File: config.mk
export PLATFORM = sky130hd
export DESIGN_NAME = adaptive_gravity_lowpass
export DESIGN_NICKNAME = d
export VERILOG_FILES = /design/src/rtl/agl_pkg.sv /design/src/rtl/agl_ctrl.sv /design/src/rtl/agl_dpath.sv /design/src/rtl/adaptive_gravity_lowpass.sv
export SDC_FILE = /design/constraint.sdc
export NUM_CORES = 2
export LEC_CHECK = 0
export ABC_AREA = 1
export BUFFER_PORTS_ARGS = -buffer_cell sky130_fd_sc_hd__buf_2
export CORE_MARGIN = 4
export CORE_UTILIZATION = 64
export DETAILED_ROUTE_END_ITERATION = 8
export PLACE_DENSITY = 0.9
export SYNTH_ARGS = -nofsm -noshare
export SYNTH_HDL_FRONTEND = slang
export SYNTH_SLANG_ARGS = --single-unit
export TNS_END_PERCENT = 1
File: constraint.sdc
create_clock -name clk -period 14.7 [get_ports clk]
set_input_delay 4.41 -clock clk [delete_from_list [all_inputs] [get_ports clk]]
set_output_delay 4.41 -clock clk [all_outputs]
set_load 0.01 [all_outputs]
File: src/rtl/agl_pkg.sv
// Shared types and constants of the adaptive gravity low-pass filter.
// Used by agl_ctrl, agl_dpath and adaptive_gravity_lowpass; depends on nothing.
`default_nettype none

package agl_pkg;

	localparam int GRAV_W  = 15;
	localparam int TAU_W   = 17;
	localparam int LIM_W   = 16;
	localparam int CFG_W   = 17;
	localparam int CFG_A_W = 3;
	localparam int TIME_W  = 64;
	localparam int ACCY_W  = 3;
	localparam int DIV_W   = 64;

	localparam logic [19:0] US_PER_S = 20'd1000000;

	localparam logic [CFG_A_W-1:0] CFG_GRAVITY_LEVEL  = 3'd0;
	localparam logic [CFG_A_W-1:0] CFG_TAU_LOW        = 3'd1;
	localparam logic [CFG_A_W-1:0] CFG_TAU_MID        = 3'd2;
	localparam logic [CFG_A_W-1:0] CFG_TAU_HIGH       = 3'd3;
	localparam logic [CFG_A_W-1:0] CFG_ERR_LOW_LIMIT  = 3'd4;
	localparam logic [CFG_A_W-1:0] CFG_ERR_HIGH_LIMIT = 3'd5;

	localparam logic [GRAV_W-1:0] GRAVITY_LEVEL_RST  = 15'd10042;
	localparam logic [TAU_W-1:0]  TAU_LOW_RST        = 17'd26214;
	localparam logic [TAU_W-1:0]  TAU_MID_RST        = 17'd49152;
	localparam logic [TAU_W-1:0]  TAU_HIGH_RST       = 17'd64881;
	localparam logic [LIM_W-1:0]  ERR_LOW_LIMIT_RST  = 16'd6554;
	localparam logic [LIM_W-1:0]  ERR_HIGH_LIMIT_RST = 16'd58982;

	typedef enum logic [4:0] {
		S_IDLE,
		S_CHECK,
		S_SQ_MUL,
		S_SQ_ACC,
		S_SQRT,
		S_SQRT_WAIT,
		S_SC_MUL,
		S_SC_DIV,
		S_SC_WAIT,
		S_SC_WB,
		S_ERR,
		S_ERR_WAIT,
		S_ERR_WB,
		S_TAU_MUL,
		S_ALPHA_DEN,
		S_ALPHA_DIV,
		S_ALPHA_WAIT,
		S_ALPHA_WB,
		S_BL_MUL_E,
		S_BL_ACC_E,
		S_BL_MUL_S,
		S_BL_ACC_S,
		S_BL_RND,
		S_BL_CHK,
		S_COMMIT,
		S_OUT
	} state_t;

	typedef enum logic [4:0] {
		OP_NONE,
		OP_LOAD,
		OP_SQ_MUL,
		OP_SQ_ACC,
		OP_SQRT_START,
		OP_SC_MUL,
		OP_SC_DIV,
		OP_SC_WB,
		OP_ERR_DIV,
		OP_ERR_SAT,
		OP_ERR_WB,
		OP_TAU_MUL,
		OP_ALPHA_DEN,
		OP_ALPHA_DIV,
		OP_ALPHA_ONE,
		OP_ALPHA_WB,
		OP_BL_MUL_E,
		OP_BL_ACC_E,
		OP_BL_MUL_S,
		OP_BL_ACC_S,
		OP_BL_RND,
		OP_COMMIT,
		OP_OUTPUT
	} op_t;

	typedef struct packed {
		op_t        op;
		logic [1:0] idx;
		logic       vsel;
	} cmd_t;

	typedef struct packed {
		logic zero_in;
		logic have_prev;
		logic g_zero;
		logic den_zero;
		logic b_zero;
		logic busy;
	} status_t;

endpackage

`default_nettype wire

File: src/rtl/agl_ctrl.sv
// Controller of the adaptive gravity low-pass filter: sequences the datapath.
// Depends on agl_pkg for the state, command and status types.
`default_nettype none

module agl_ctrl
	import agl_pkg::*;
(
	input  wire logic    clk,
	input  wire logic    arst_n,
	input  wire logic    in_valid,
	output logic         in_ready,
	output logic         out_valid,
	input  wire logic    out_ready,
	output cmd_t         cmd,
	input  wire status_t status
);

	state_t     state_q, state_d;
	logic [1:0] idx_q, idx_d;
	logic       vsel_q, vsel_d;
	logic       out_valid_q, out_valid_d;

	always_ff @(posedge clk or negedge arst_n) begin
		if (!arst_n) begin
			state_q     <= S_IDLE;
			idx_q       <= 2'd0;
			vsel_q      <= 1'b0;
			out_valid_q <= 1'b0;
		end else begin
			state_q     <= state_d;
			idx_q       <= idx_d;
			vsel_q      <= vsel_d;
			out_valid_q <= out_valid_d;
		end
	end

	always_comb begin
		state_d     = state_q;
		idx_d       = idx_q;
		vsel_d      = vsel_q;
		out_valid_d = out_valid_q && !out_ready;
		in_ready    = 1'b0;
		cmd.op      = OP_NONE;
		cmd.idx     = idx_q;
		cmd.vsel    = vsel_q;
		unique case (state_q)
			S_IDLE: begin
				in_ready = 1'b1;
				if (in_valid) begin
					cmd.op  = OP_LOAD;
					idx_d   = 2'd0;
					vsel_d  = 1'b0;
					state_d = S_CHECK;
				end
			end
			S_CHECK: begin
				state_d = status.zero_in ? S_OUT : S_SQ_MUL;
			end
			S_SQ_MUL: begin
				cmd.op  = OP_SQ_MUL;
				state_d = S_SQ_ACC;
			end
			S_SQ_ACC: begin
				cmd.op = OP_SQ_ACC;
				if (idx_q == 2'd2) begin
					state_d = S_SQRT;
				end else begin
					idx_d   = idx_q + 2'd1;
					state_d = S_SQ_MUL;
				end
			end
			S_SQRT: begin
				cmd.op  = OP_SQRT_START;
				state_d = S_SQRT_WAIT;
			end
			S_SQRT_WAIT: begin
				if (!status.busy) begin
					idx_d   = 2'd0;
					state_d = S_SC_MUL;
				end
			end
			S_SC_MUL: begin
				cmd.op  = OP_SC_MUL;
				state_d = S_SC_DIV;
			end
			S_SC_DIV: begin
				cmd.op  = OP_SC_DIV;
				state_d = S_SC_WAIT;
			end
			S_SC_WAIT: begin
				if (!status.busy) begin
					state_d = S_SC_WB;
				end
			end
			S_SC_WB: begin
				cmd.op = OP_SC_WB;
				if (idx_q == 2'd2) begin
					state_d = (vsel_q || !status.have_prev) ? S_COMMIT : S_ERR;
				end else begin
					idx_d   = idx_q + 2'd1;
					state_d = S_SC_MUL;
				end
			end
			S_ERR: begin
				if (status.g_zero) begin
					cmd.op  = OP_ERR_SAT;
					state_d = S_TAU_MUL;
				end else begin
					cmd.op  = OP_ERR_DIV;
					state_d = S_ERR_WAIT;
				end
			end
			S_ERR_WAIT: begin
				if (!status.busy) begin
					state_d = S_ERR_WB;
				end
			end
			S_ERR_WB: begin
				cmd.op  = OP_ERR_WB;
				state_d = S_TAU_MUL;
			end
			S_TAU_MUL: begin
				cmd.op  = OP_TAU_MUL;
				state_d = S_ALPHA_DEN;
			end
			S_ALPHA_DEN: begin
				cmd.op  = OP_ALPHA_DEN;
				state_d = S_ALPHA_DIV;
			end
			S_ALPHA_DIV: begin
				idx_d = 2'd0;
				if (status.den_zero) begin
					cmd.op  = OP_ALPHA_ONE;
					state_d = S_BL_MUL_E;
				end else begin
					cmd.op  = OP_ALPHA_DIV;
					state_d = S_ALPHA_WAIT;
				end
			end
			S_ALPHA_WAIT: begin
				if (!status.busy) begin
					state_d = S_ALPHA_WB;
				end
			end
			S_ALPHA_WB: begin
				cmd.op  = OP_ALPHA_WB;
				state_d = S_BL_MUL_E;
			end
			S_BL_MUL_E: begin
				cmd.op  = OP_BL_MUL_E;
				state_d = S_BL_ACC_E;
			end
			S_BL_ACC_E: begin
				cmd.op  = OP_BL_ACC_E;
				state_d = S_BL_MUL_S;
			end
			S_BL_MUL_S: begin
				cmd.op  = OP_BL_MUL_S;
				state_d = S_BL_ACC_S;
			end
			S_BL_ACC_S: begin
				cmd.op  = OP_BL_ACC_S;
				state_d = S_BL_RND;
			end
			S_BL_RND: begin
				cmd.op = OP_BL_RND;
				if (idx_q == 2'd2) begin
					state_d = S_BL_CHK;
				end else begin
					idx_d   = idx_q + 2'd1;
					state_d = S_BL_MUL_E;
				end
			end
			S_BL_CHK: begin
				if (status.b_zero) begin
					state_d = S_COMMIT;
				end else begin
					idx_d   = 2'd0;
					vsel_d  = 1'b1;
					state_d = S_SQ_MUL;
				end
			end
			S_COMMIT: begin
				cmd.op  = OP_COMMIT;
				state_d = S_OUT;
			end
			S_OUT: begin
				if (!out_valid_q || out_ready) begin
					cmd.op      = OP_OUTPUT;
					out_valid_d = 1'b1;
					state_d     = S_IDLE;
				end
			end
			default: begin
				state_d = S_IDLE;
			end
		endcase
	end

	assign out_valid = out_valid_q;

endmodule

`default_nettype wire

File: src/rtl/agl_dpath.sv
// Datapath of the adaptive gravity low-pass filter: configuration and state
// registers, one shared multiplier, a bit-serial divider and square root.
// Depends on agl_pkg; driven by commands from agl_ctrl.
`default_nettype none

module agl_dpath
	import agl_pkg::*;
#(
	parameter int ACCEL_WIDTH    = 16,
	parameter int COEF_FRAC_BITS = 16
) (
	input  wire logic                          clk,
	input  wire logic                          arst_n,
	input  wire logic                          cfg_we,
	input  wire logic [CFG_A_W-1:0]            cfg_addr,
	input  wire logic [CFG_W-1:0]              cfg_wdata,
	input  wire logic signed [ACCEL_WIDTH-1:0] accel_x,
	input  wire logic signed [ACCEL_WIDTH-1:0] accel_y,
	input  wire logic signed [ACCEL_WIDTH-1:0] accel_z,
	input  wire logic [TIME_W-1:0]             sample_time,
	input  wire logic signed [ACCY_W-1:0]      sample_accuracy,
	input  wire cmd_t                          cmd,
	output status_t                            status,
	output logic signed [ACCEL_WIDTH-1:0]      grav_x,
	output logic signed [ACCEL_WIDTH-1:0]      grav_y,
	output logic signed [ACCEL_WIDTH-1:0]      grav_z,
	output logic [TIME_W-1:0]                  estimate_time,
	output logic signed [ACCY_W-1:0]           estimate_accuracy,
	output logic                               zero_input
);

	localparam int AW    = ACCEL_WIDTH;
	localparam int F     = COEF_FRAC_BITS;
	localparam int MW    = (AW + 1 > F + 2) ? ((AW + 1 > 21) ? AW + 1 : 21)
	                                        : ((F + 2 > 21) ? F + 2 : 21);
	localparam int PW    = 2 * MW;
	localparam int TW    = PW + 1;
	localparam int SUMW  = 2 * AW;
	localparam int DMW   = (AW > GRAV_W) ? AW : GRAV_W;
	localparam int EW    = DMW + F;
	localparam int QS    = 16;
	localparam int CNTW  = $clog2(EW + 1);

	// Configuration registers.
	logic [GRAV_W-1:0] grav_lvl_q;
	logic [TAU_W-1:0]  tau_low_q, tau_mid_q, tau_high_q;
	logic [LIM_W-1:0]  lim_low_q, lim_high_q;

	// Filter state.
	logic signed [AW-1:0] est_q [3];
	logic [TIME_W-1:0]    last_time_q;
	logic [ACCY_W-1:0]    last_acc_q;

	// Working registers.
	logic signed [AW-1:0] a_q [3];
	logic signed [AW:0]   b_q [3];
	logic signed [AW-1:0] s_q [3];
	logic [TIME_W-1:0]    time_in_q;
	logic [ACCY_W-1:0]    acc_in_q;
	logic                 zero_q;
	logic signed [PW-1:0] prod_q;
	logic [SUMW-1:0]      sum_q;
	logic [AW-1:0]        n_q;
	logic [TAU_W-1:0]     tau_q;
	logic [F:0]           alpha_q;
	logic [DIV_W-1:0]     tm_q, den_q;
	logic signed [TW-1:0] t_q;

	// Iterative unit.
	logic                 busy_q;
	logic                 sqrt_mode_q;
	logic [CNTW-1:0]      cnt_q;
	logic [DIV_W-1:0]     rem_q, sh_q, dv_den_q;
	logic [AW+1:0]        sq_rem_q;
	logic [SUMW-1:0]      sq_v_q;

	// Output registers.
	logic signed [AW-1:0] out_g_q [3];
	logic [TIME_W-1:0]    out_time_q;
	logic [ACCY_W-1:0]    out_acc_q;
	logic                 out_zero_q;

	logic signed [AW:0]   src;
	logic [AW:0]          src_mag;
	logic signed [MW-1:0] mul_a, mul_b;
	logic signed [PW-1:0] mul_p;
	logic                 dv_start;
	logic [DIV_W-1:0]     dv_num, dv_den;
	logic [CNTW-1:0]      dv_q;
	logic [DIV_W:0]       dv_t;
	logic                 dv_ge;
	logic [AW+3:0]        sq_r, sq_trial;
	logic                 sq_ge;
	logic [DMW:0]         diff;
	logic [TIME_W-1:0]    dt_full;
	logic [31:0]          dt32;
	logic [32:0]          sc_q, sc_lim, sc_sat, sc_val;
	logic [EW-1:0]        err;
	logic [TAU_W-1:0]     tau_sel;
	logic [TW-1:0]        t_mag, t_rnd;
	logic [AW:0]          b_new;

	assign src     = cmd.vsel ? b_q[cmd.idx] : (AW + 1)'(a_q[cmd.idx]);
	assign src_mag = src[AW] ? (AW + 1)'(-src) : (AW + 1)'(src);

	always_comb begin
		mul_a = '0;
		mul_b = '0;
		case (cmd.op)
			OP_SQ_MUL: begin
				mul_a = MW'(src);
				mul_b = MW'(src);
			end
			OP_SC_MUL: begin
				mul_a = MW'(src_mag);
				mul_b = MW'(grav_lvl_q);
			end
			OP_TAU_MUL: begin
				mul_a = MW'(tau_q);
				mul_b = MW'(US_PER_S);
			end
			OP_BL_MUL_E: begin
				mul_a = MW'(alpha_q);
				mul_b = MW'(est_q[cmd.idx]);
			end
			OP_BL_MUL_S: begin
				mul_a = MW'((F + 1)'(1) << F) - MW'(alpha_q);
				mul_b = MW'(s_q[cmd.idx]);
			end
			default: begin
				mul_a = '0;
				mul_b = '0;
			end
		endcase
	end

	assign mul_p = mul_a * mul_b;

	assign diff = (DMW'(n_q) > DMW'(grav_lvl_q)) ? (DMW + 1)'(DMW'(n_q) - DMW'(grav_lvl_q))
	                                            : (DMW + 1)'(DMW'(grav_lvl_q) - DMW'(n_q));

	always_comb begin
		dv_start = 1'b0;
		dv_num   = '0;
		dv_den   = '0;
		dv_q     = '0;
		case (cmd.op)
			OP_SC_DIV: begin
				dv_start = 1'b1;
				dv_num   = (DIV_W'(prod_q) << 1) + DIV_W'(n_q);
				dv_den   = DIV_W'(n_q) << 1;
				dv_q     = CNTW'(QS);
			end
			OP_ERR_DIV: begin
				dv_start = 1'b1;
				dv_num   = DIV_W'(diff) << F;
				dv_den   = DIV_W'(grav_lvl_q);
				dv_q     = CNTW'(EW);
			end
			OP_ALPHA_DIV: begin
				dv_start = 1'b1;
				dv_num   = (tm_q << F) + (den_q >> 1);
				dv_den   = den_q;
				dv_q     = CNTW'(F + 1);
			end
			default: begin
				dv_start = 1'b0;
			end
		endcase
	end

	assign dv_t     = {rem_q, sh_q[DIV_W-1]};
	assign dv_ge    = dv_t >= {1'b0, dv_den_q};
	assign sq_r     = {sq_rem_q, sq_v_q[SUMW-1 -: 2]};
	assign sq_trial = {2'b00, n_q, 2'b01};
	assign sq_ge    = sq_r >= sq_trial;

	assign dt_full = time_in_q - last_time_q;
	assign dt32    = (dt_full[TIME_W-1:32] != '0) ? 32'hFFFF_FFFF : dt_full[31:0];

	assign sc_q   = 33'(sh_q[QS-1:0]);
	assign sc_lim = src[AW] ? (33'(1) << (AW - 1)) : ((33'(1) << (AW - 1)) - 33'd1);
	assign sc_sat = (sc_q > sc_lim) ? sc_lim : sc_q;
	assign sc_val = src[AW] ? -sc_sat : sc_sat;

	assign err     = sh_q[EW-1:0];
	assign tau_sel = (err < EW'(lim_low_q)) ? tau_low_q
	               : ((err > EW'(lim_high_q)) ? tau_high_q : tau_mid_q);

	assign t_mag = t_q[TW-1] ? TW'(-t_q) : TW'(t_q);
	assign t_rnd = (t_mag + (TW'(1) << (F - 1))) >> F;
	assign b_new = t_q[TW-1] ? (AW + 1)'(-t_rnd) : (AW + 1)'(t_rnd);

	always_ff @(posedge clk or negedge arst_n) begin
		if (!arst_n) begin
			grav_lvl_q  <= GRAVITY_LEVEL_RST;
			tau_low_q   <= TAU_LOW_RST;
			tau_mid_q   <= TAU_MID_RST;
			tau_high_q  <= TAU_HIGH_RST;
			lim_low_q   <= ERR_LOW_LIMIT_RST;
			lim_high_q  <= ERR_HIGH_LIMIT_RST;
			for (int i = 0; i < 3; i++) begin
				est_q[i] <= '1;
			end
			last_time_q <= '0;
			last_acc_q  <= '1;
			busy_q      <= 1'b0;
			sqrt_mode_q <= 1'b0;
			cnt_q       <= '0;
		end else begin
			if (cfg_we) begin
				unique case (cfg_addr)
					CFG_GRAVITY_LEVEL:  grav_lvl_q <= cfg_wdata[GRAV_W-1:0];
					CFG_TAU_LOW:        tau_low_q  <= cfg_wdata[TAU_W-1:0];
					CFG_TAU_MID:        tau_mid_q  <= cfg_wdata[TAU_W-1:0];
					CFG_TAU_HIGH:       tau_high_q <= cfg_wdata[TAU_W-1:0];
					CFG_ERR_LOW_LIMIT:  lim_low_q  <= cfg_wdata[LIM_W-1:0];
					CFG_ERR_HIGH_LIMIT: lim_high_q <= cfg_wdata[LIM_W-1:0];
					default: ;
				endcase
			end
			if (cmd.op == OP_COMMIT) begin
				for (int i = 0; i < 3; i++) begin
					est_q[i] <= s_q[i];
				end
				last_time_q <= time_in_q;
				last_acc_q  <= acc_in_q;
			end
			if (cmd.op == OP_SQRT_START) begin
				busy_q      <= 1'b1;
				sqrt_mode_q <= 1'b1;
				cnt_q       <= CNTW'(AW);
			end else if (dv_start) begin
				busy_q      <= 1'b1;
				sqrt_mode_q <= 1'b0;
				cnt_q       <= dv_q;
			end else if (busy_q) begin
				cnt_q <= cnt_q - CNTW'(1);
				if (cnt_q == CNTW'(1)) begin
					busy_q <= 1'b0;
				end
			end
		end
	end

	always_ff @(posedge clk) begin
		prod_q <= mul_p;
		case (cmd.op)
			OP_LOAD: begin
				a_q[0]    <= accel_x;
				a_q[1]    <= accel_y;
				a_q[2]    <= accel_z;
				time_in_q <= sample_time;
				acc_in_q  <= sample_accuracy;
				zero_q    <= (accel_x == '0) && (accel_y == '0) && (accel_z == '0);
			end
			OP_SQ_ACC: begin
				sum_q <= ((cmd.idx == 2'd0) ? '0 : sum_q) + SUMW'(prod_q);
			end
			OP_SC_WB: begin
				s_q[cmd.idx] <= AW'(sc_val);
			end
			OP_ERR_SAT: begin
				tau_q <= tau_high_q;
			end
			OP_ERR_WB: begin
				tau_q <= tau_sel;
			end
			OP_ALPHA_DEN: begin
				tm_q  <= DIV_W'(prod_q);
				den_q <= DIV_W'(prod_q) + (DIV_W'(dt32) << F);
			end
			OP_ALPHA_ONE: begin
				alpha_q <= (F + 1)'(1) << F;
			end
			OP_ALPHA_WB: begin
				alpha_q <= sh_q[F:0];
			end
			OP_BL_ACC_E: begin
				t_q <= TW'(prod_q);
			end
			OP_BL_ACC_S: begin
				t_q <= t_q + TW'(prod_q);
			end
			OP_BL_RND: begin
				b_q[cmd.idx] <= b_new;
			end
			OP_OUTPUT: begin
				for (int i = 0; i < 3; i++) begin
					out_g_q[i] <= est_q[i];
				end
				out_time_q <= last_time_q;
				out_acc_q  <= last_acc_q;
				out_zero_q <= zero_q;
			end
			default: ;
		endcase

		if (cmd.op == OP_SQRT_START) begin
			sq_v_q   <= sum_q;
			sq_rem_q <= '0;
			n_q      <= '0;
		end else if (busy_q && sqrt_mode_q) begin
			sq_v_q   <= sq_v_q << 2;
			sq_rem_q <= sq_ge ? (AW + 2)'(sq_r - sq_trial) : (AW + 2)'(sq_r);
			n_q      <= {n_q[AW-2:0], sq_ge};
		end

		if (dv_start) begin
			rem_q    <= dv_num >> dv_q;
			sh_q     <= dv_num << (CNTW'(DIV_W) - dv_q);
			dv_den_q <= dv_den;
		end else if (busy_q && !sqrt_mode_q) begin
			rem_q <= dv_ge ? DIV_W'(dv_t - {1'b0, dv_den_q}) : dv_t[DIV_W-1:0];
			sh_q  <= {sh_q[DIV_W-2:0], dv_ge};
		end
	end

	assign status.zero_in   = zero_q;
	assign status.have_prev = last_time_q != '0;
	assign status.g_zero    = grav_lvl_q == '0;
	assign status.den_zero  = den_q == '0;
	assign status.b_zero    = (b_q[0] == '0) && (b_q[1] == '0) && (b_q[2] == '0);
	assign status.busy      = busy_q;

	assign grav_x            = out_g_q[0];
	assign grav_y            = out_g_q[1];
	assign grav_z            = out_g_q[2];
	assign estimate_time     = out_time_q;
	assign estimate_accuracy = out_acc_q;
	assign zero_input        = out_zero_q;

endmodule

`default_nettype wire

File: src/rtl/adaptive_gravity_lowpass.sv
// Top level of the adaptive gravity low-pass filter.
// Instantiates agl_ctrl and agl_dpath; depends on agl_pkg.
//
// Each accepted accelerometer beat is normalized to the gravity level, blended
// with the stored estimate using a time constant chosen from the length error,
// renormalized and returned as one result beat. One sample is processed at a
// time. The sequence uses the shared one-bit-per-cycle divider (eight
// divisions) and square root (two roots). A zero sample, the first sample
// after reset or a zero gravity level finishes sooner. A new sample is taken
// as soon as the previous one is done, even while its result still waits in
// the output register.
`default_nettype none

module adaptive_gravity_lowpass
	import agl_pkg::*;
#(
	parameter int ACCEL_WIDTH    = 16,
	parameter int COEF_FRAC_BITS = 16
) (
	input  wire logic                          clk,
	input  wire logic                          arst_n,
	input  wire logic                          cfg_we,
	input  wire logic [CFG_A_W-1:0]            cfg_addr,
	input  wire logic [CFG_W-1:0]              cfg_wdata,
	input  wire logic                          in_valid,
	output logic                               in_ready,
	input  wire logic signed [ACCEL_WIDTH-1:0] accel_x,
	input  wire logic signed [ACCEL_WIDTH-1:0] accel_y,
	input  wire logic signed [ACCEL_WIDTH-1:0] accel_z,
	input  wire logic [TIME_W-1:0]             sample_time,
	input  wire logic signed [ACCY_W-1:0]      sample_accuracy,
	output logic                               out_valid,
	input  wire logic                          out_ready,
	output logic signed [ACCEL_WIDTH-1:0]      grav_x,
	output logic signed [ACCEL_WIDTH-1:0]      grav_y,
	output logic signed [ACCEL_WIDTH-1:0]      grav_z,
	output logic [TIME_W-1:0]                  estimate_time,
	output logic signed [ACCY_W-1:0]           estimate_accuracy,
	output logic                               zero_input
);

	cmd_t    cmd;
	status_t status;

	agl_ctrl u_ctrl (
		.clk       (clk),
		.arst_n    (arst_n),
		.in_valid  (in_valid),
		.in_ready  (in_ready),
		.out_valid (out_valid),
		.out_ready (out_ready),
		.cmd       (cmd),
		.status    (status)
	);

	agl_dpath #(
		.ACCEL_WIDTH    (ACCEL_WIDTH),
		.COEF_FRAC_BITS (COEF_FRAC_BITS)
	) u_dpath (
		.clk               (clk),
		.arst_n            (arst_n),
		.cfg_we            (cfg_we),
		.cfg_addr          (cfg_addr),
		.cfg_wdata         (cfg_wdata),
		.accel_x           (accel_x),
		.accel_y           (accel_y),
		.accel_z           (accel_z),
		.sample_time       (sample_time),
		.sample_accuracy   (sample_accuracy),
		.cmd               (cmd),
		.status            (status),
		.grav_x            (grav_x),
		.grav_y            (grav_y),
		.grav_z            (grav_z),
		.estimate_time     (estimate_time),
		.estimate_accuracy (estimate_accuracy),
		.zero_input        (zero_input)
	);

endmodule

`default_nettype wire
Word-level counts from Yosys, hierarchy flattened
Memories as Yosys holds them, arrays and structs flattened. A register that Yosys moved wholly into a read port is not among the register bits.
Cells that the tools add are included.
{"block": "word_totals", "in_bits": 140, "elab_cells": 259, "ramBits": 195, "n_memories": 4, "out_inout_bits": 118, "register_bits": 833}
{"block": "classes", "order_cmp": 7, "n_addsub": 19, "muxes": 80, "eq_ne": 62, "bitwise_logic": 1, "mul": 1, "reduce_logical": 49, "n_shift": 2}
{"memory": "u_dpath.b_q", "depth": 3, "width": 17, "read_ports": 4, "rd_ports_with_merged_regs": 0, "write_ports": 1, "line_no": "agl_dpath.sv:56", "source": "logic signed [AW:0] b_q [3];"}
{"memory": "u_dpath.a_q", "depth": 3, "width": 16, "read_ports": 1, "rd_ports_with_merged_regs": 0, "write_ports": 3, "line_no": "agl_dpath.sv:55", "source": "logic signed [AW-1:0] a_q [3];"}
{"memory": "u_dpath.out_g_q", "depth": 3, "width": 16, "read_ports": 3, "rd_ports_with_merged_regs": 0, "write_ports": 3, "line_no": "agl_dpath.sv:78", "source": "logic signed [AW-1:0] out_g_q [3];"}
{"memory": "u_dpath.s_q", "depth": 3, "width": 16, "read_ports": 4, "rd_ports_with_merged_regs": 3, "write_ports": 1, "line_no": "agl_dpath.sv:57", "source": "logic signed [AW-1:0] s_q [3];"}
{"operator": "case mux 64 bit (3 select lines)", "n": 2}
{"operator": "two-way mux 64 bit", "n": 5}
{"operator": "case mux 21 bit (5 select lines)", "n": 2}
{"operator": "case mux 5 bit (26 select lines)", "n": 1}
{"operator": "two-way mux 32 bit", "n": 4}
{"operator": "subtractor 64 bit", "n": 2}
{"operator": "two-way mux 17 bit", "n": 6}
{"operator": "case mux 5 bit (20 select lines)", "n": 1}
{"operator": "case mux 43 bit (2 select lines)", "n": 1}
{"operator": "== test 5 bit (second input constant)", "n": 17}
{"operator": "== test 5 x 4 -> 1 bit (second input constant)", "n": 16}
{"operator": "two-way mux 16 bit", "n": 5}
{"operator": "case mux 17 bit (2 select lines)", "n": 2}
{"operator": "greater-or-equal comparator 65 x 64 -> 1 bit", "n": 1}
{"operator": "adder 64 x 63 -> 64 bit", "n": 1}
{"operator": "zero test 64 bit", "n": 1}
{"operator": "nonzero test 64 bit", "n": 1}
{"operator": "<< shifter 64 x 6 -> 64 bit", "n": 1}
{"operator": "right shift 64 x 6 -> 64 bit", "n": 1}
{"operator": "two-way mux 5 bit", "n": 11}
{"operator": "zero test 17 bit", "n": 3}
{"operator": "adder 42 x 49 -> 50 bit", "n": 1}
{"operator": "zero test 16 bit", "n": 3}
{"operator": "adder 43 x 17 -> 44 bit", "n": 1}
{"operator": "57 further kinds", "n": 132}

Longest topological paths before layout
{"block": "depth", "word_depth": 9, "depth_mapped": 51, "mapped_depth_nobuf": 47}

By module
Synthesis repeated with hierarchy kept, for this count alone.
{"block": "hier_totals", "hier_cells": 10470, "hier_area_um2": 84244.5}
{"module": "agl_dpath", "instances": 1, "cells_each": 10244, "area_each_um2": 83057.2}
{"module": "agl_ctrl", "instances": 1, "cells_each": 226, "area_each_um2": 1187.4}

Worst setup path before layout
OpenSTA, ideal clock, no wires.
{"block": "synth_timing", "path_type": "input -> register", "start": "in out_ready", "end": "reg u_dpath.out_acc_q[0] (netlist: u_dpath.estimate_accuracy[0]) (enable)", "cell_stages": 2, "arrival_ns": 12.245, "required_time_ns": 13.967, "setup_slack_ns": 1.722, "path_buffers": 0, "cell_sequence": "nor2_1 nor3_1"}
{"block": "synth_between", "elab_chain_cells": 4}
{"item": "from (decl)", "line_no": "adaptive_gravity_lowpass.sv:33", "source": "input wire logic out_ready,"}
{"item": "logical OR 1 bit", "line_no": "agl_ctrl.sv:188", "source": "if (!out_valid_q || out_ready) begin"}
{"item": "two-way mux 5 bit", "line_no": "agl_ctrl.sv:188"}
{"item": "case mux 5 bit (20 select lines)", "line_no": "agl_ctrl.sv:46", "source": "unique case (state_q)"}
{"item": "== test 5 bit", "line_no": "agl_dpath.sv:248", "source": "case (cmd.op)"}
{"item": "to (signal assigned)", "line_no": "agl_dpath.sv:293", "source": "out_acc_q <= last_acc_q;"}
{"item": "to (decl)", "line_no": "agl_dpath.sv:80", "source": "logic [ACCY_W-1:0] out_acc_q;"}
Every way passes these cells.
A chain may end at the register's enable or synchronous reset.

Final worst setup path
{"block": "layout_timing", "start": "reg u_ctrl.idx_q[1]", "end": "reg u_dpath.prod_q[40]"}
{"block": "layout_between", "elab_chain_cells": 6}
{"item": "from (decl)", "line_no": "agl_ctrl.sv:19", "source": "logic [1:0] idx_q, idx_d;"}
{"item": "from (signal assigned)", "line_no": "agl_ctrl.sv:31", "source": "idx_q <= idx_d;"}
{"item": "memory (3 x 16 bit) (tied with other cells)"}
{"item": "two-way mux 17 bit or binary-select mux 16 bit (select 2 bit) (tied branches)", "line_no": "agl_dpath.sv:103, agl_dpath.sv:124"}
{"item": "negation 17 bit or two-way mux 16 bit (tied branches)", "line_no": "agl_dpath.sv:104, agl_dpath.sv:124"}
{"item": "two-way mux 17 bit or two-way mux 16 bit (tied branches)", "line_no": "agl_dpath.sv:104, agl_dpath.sv:124"}
{"item": "case mux 21 bit (5 select lines)", "line_no": "agl_dpath.sv:109", "source": "case (cmd.op)"}
{"item": "multiplier 21 x 21 -> 42 bit *", "line_no": "agl_dpath.sv:137", "source": "assign mul_p = mul_a * mul_b;"}
{"item": "named net u_dpath.mul_p[40]", "line_no": "agl_dpath.sv:86", "source": "logic signed [PW-1:0] mul_p;"}
{"item": "to (signal assigned)", "line_no": "agl_dpath.sv:247", "source": "prod_q <= mul_p;"}
{"item": "to (decl)", "line_no": "agl_dpath.sv:61", "source": "logic signed [PW-1:0] prod_q;"}
The timed path passes the listed nets; every way through them passes the cells marked *. The select of a mux whose other input is x is not followed.

==> flow_summary.ini <==
[outcome]
status = complete, but fails checks
violations = DRC

[sta]
setup_ws_ps = 3870
slew_headroom_pct = 17.3
setup_viol = 0
clock_skew_ps = 51.1
fin_tns_setup_ps = 0
fmax_mhz = 92.3
min_period_ps = 10830
finalHoldViolCount = 0
worst_pin_slew_ps = 1240
period_share_pct = 73.7
grt_setup_unrepaired = no
drv_slew = 0

[power]
intPower_mw = 8.89
p_comb_share_pct = 54.4
p_clk_share_pct = 16.8
p_seq_share_pct = 28.8
pwr_density_cell_mw_per_mm2 = 192
switchingPower_mw = 8.41
ir_drop_uv = 172
sw_frac_of_total_pct = 48.6
leakage_nw = 42.2

[worst_hold_path]
hold_depth = 0
hold_class = flop to flop

[routing]
drc = 2
ant_nets = 0
wl_per_cell_um = 23.3
drt-vias-per-instance = 6.16
dr.pass1.iters = 9
routed_wl_mm = 291
first_iter_violations = 9835
vias = 77100

[setup_path]
cpPeakStageDelay_ps = 990
cp.arrival_ps = 11480
worstSetupEndpointType = flop
path_max_fanout = 60
worst_setup_path_start_kind = flop
cp_slowest_cell = fa_1
crit_type = flop to flop
worstPathRequired_ps = 15350
crit_top_cell = fa_1
rr_worst_depth = 33

[grt]
grt_start_max_net_pins = 125
antenna_found_initial = 19
grt_overflow = 0
grt_usage_pct = 42.1
grt_busiest_layer = met2
grt_use_met1_pct = 56.0
grt_pass1_vias = 74400
use_met2_pct = 64.3
use_met3_pct = 10.9
grt_pass1_wl_mm = 439

[floorplan]
die_x_um = 369
start_util_pct = 64.4
coreArea_mm2 = 0.129
row_count = 132
dieArea_mm2 = 0.136
dieHeight_um = 369
ios = 258

[yosys]
yosys_warnings = 0
synth_cells = 10400
synth_cell_type_count = 75
synth_edf_count = 743
seq_area_frac_synth_pct = 35.6
ys_ff_latch = 1049
synth_ff_type = edfxtp_1
avgSynthCellArea_um2 = 7.99
async_flop_share_pct = 21.9
syn_area_mm2 = 0.0834
synth_fp_nets = 11500

[final_layout]
synthToLayoutAreaGrowth_pct = 8.25
final_cells = 12500
final_cell_mix = 2240 x nand2_1, 1768 x inv_1, 1004 x nor2_1, 743 x edfxtp_1, 707 x o21ai_0
final_common_cell = nand2_1
drive_above_1_share_pct = 7.63
nNetsFinal = 11700
n_fill_cell = 10300

[clock_tree]
root_buffer = clkbuf_16
cts.clk_slew.worst_paths_ps = 70
ctsResizeCount = 0
cts.sinks = 1049
cts_buffer_depth = 3
hold_buffers = 0
postCtsSetupRepairBufs = 0
tritoncts = built
h-tree-depth = 3
clk_latency_ps = 770
numCtsBuffers = 109

[placement]
io_buffers = 257
gp_congestion = 1.04
dp_slack_ps = 4030
hpwl_mm = 226
dp_cells = 12300

[flow_run]
max_cap_viol_count = 0
power by group through the flow:
stage               logic, mW  clock network (mW)  registers [mW]
floorplan                6.36                   0            4.81
global placement         8.79                   0            4.94
detailed placement       9.05                   0            4.97
CTS                      9.13                2.90            4.93
global route             10.3                3.03            5.01
finish                   9.42                2.91            4.98
worst paths after layout:
kind	start	to	slack, ps
setup reg to reg	u_ctrl.idx_q[1]	u_dpath.prod_q[40]	3870
hold / removal	u_dpath.last_time_q[28]	u_dpath.estimate_time[28]	450
hold reg to reg	u_dpath.last_time_q[28]	u_dpath.estimate_time[28]	450
setup / recovery	u_ctrl.idx_q[1]	u_dpath.prod_q[40]	3870
min in group asynchronous	arst_n	u_dpath.tau_mid_q[12]	3690
max in group asynchronous	arst_n	u_dpath.last_time_q[60]	9520
metrics by stage:
stage                     instance area (um^2)  power [mW]  utilization, %  hold WS [ps]
after floorplan                          83400        11.2               -           425
after global placement                   86600        13.7            66.9           431
after detailed placement                 86600        14.0            66.9           429
after CTS                                90300        17.0            69.7           441
after global routing                     90300        18.3            69.7           457
final                                    90300        17.3            69.7           446
final cells by class:
type | count | area [um^2] | area share [%]
Antenna cell | 13 | 32.5 | 0.0360
Clock buffer | 138 | 2910 | 3.22
Clock inverter | 68 | 788 | 0.873
Inverter | 1799 | 6760 | 7.48
Multi-Input combinational cell | 7344 | 45900 | 50.8
Sequential cell | 1049 | 29700 | 32.9
Tap cell | 1742 | 2180 | 2.41
Timing Repair Buffer | 358 | 2070 | 2.29
layer usage:
metal / wire length [um] / share of wire [%]
met3: 36400 / 13
met4: 16900 / 5.8
met2: 128000 / 44
met5: 79 / 0.027
met1: 110000 / 38
state kept, by name (all words and copies together), names as in the netlist, 17 cells and up:
register / cells
u_dpath.dv_den_q: 50
u_dpath.a_q: 48
u_dpath.tau_q: 17
u_dpath.last_time_q: 64
u_dpath.out_g_q: 48
u_dpath.tm_q: 26
u_dpath.time_in_q: 64
u_dpath.den_q: 50
u_dpath.sq_v_q: 32
u_dpath.sh_q: 64
u_dpath.prod_q: 42
u_dpath.t_q: 43
u_dpath.sq_rem_q: 18
u_dpath.tau_high_q: 17
u_dpath.b_q: 68
u_dpath.tau_low_q: 17
u_dpath.s_q: 48
u_dpath.sum_q: 32
u_dpath.tau_mid_q: 17
u_dpath.alpha_q: 17
u_dpath.est_q: 48
u_dpath.rem_q: 64
u_dpath.estimate_time: 64
Yosys cell counts, types with 77 or more instances:
cell      count  area share (%)
inv_1      1769             8.0
a31oi_1      90            0.67
nor4_1       77            0.58
dfstp_2      96             3.0
nand3_1     556             3.3
nor2_1     1016             4.6
xnor2_1     121             1.3
xor2_1      176             1.8
a21oi_1     635             3.8
edfxtp_1    743              27
nand2_1    2242              10
fa_1        418              10
o21ai_0     709             4.3
ha_1        508             7.6
dfrtp_1     134             4.0
clkbuf_1    136            0.61
nand4_1     140             1.0
nor3_1      100            0.60
worst max-delay path: cells and delay by family, from the launching register on:
family / cells / cell delay [ps]
adders and majority gates: 8 / 4490
buffers and inverters: 9 / 2060
and+or+nand+nor: 10 / 1860
AOI/OAI and AO/OA: 5 / 1650
DFF: 1 / 380
xor gates and xnor gates: 1 / 170
cell families (layout without fill, tap and decap cells):
logic type                 after synthesis  in the layout  share of synthesized area, %
AOI/OAI and AO/OA                     1803           1803                          12.1
xor gates and xnor gates               297            297                          3.12
buffers and inverters                 2053           2363                          9.53
and+or+nand+nor                       4286           4286                          21.5
muxes                                   32             32                         0.432
DFF                                   1049           1049                          35.6
other                                    0             13                             0
adders and majority gates              926            926                          17.7
No activity file was read; power rests on OpenSTA's default activity.
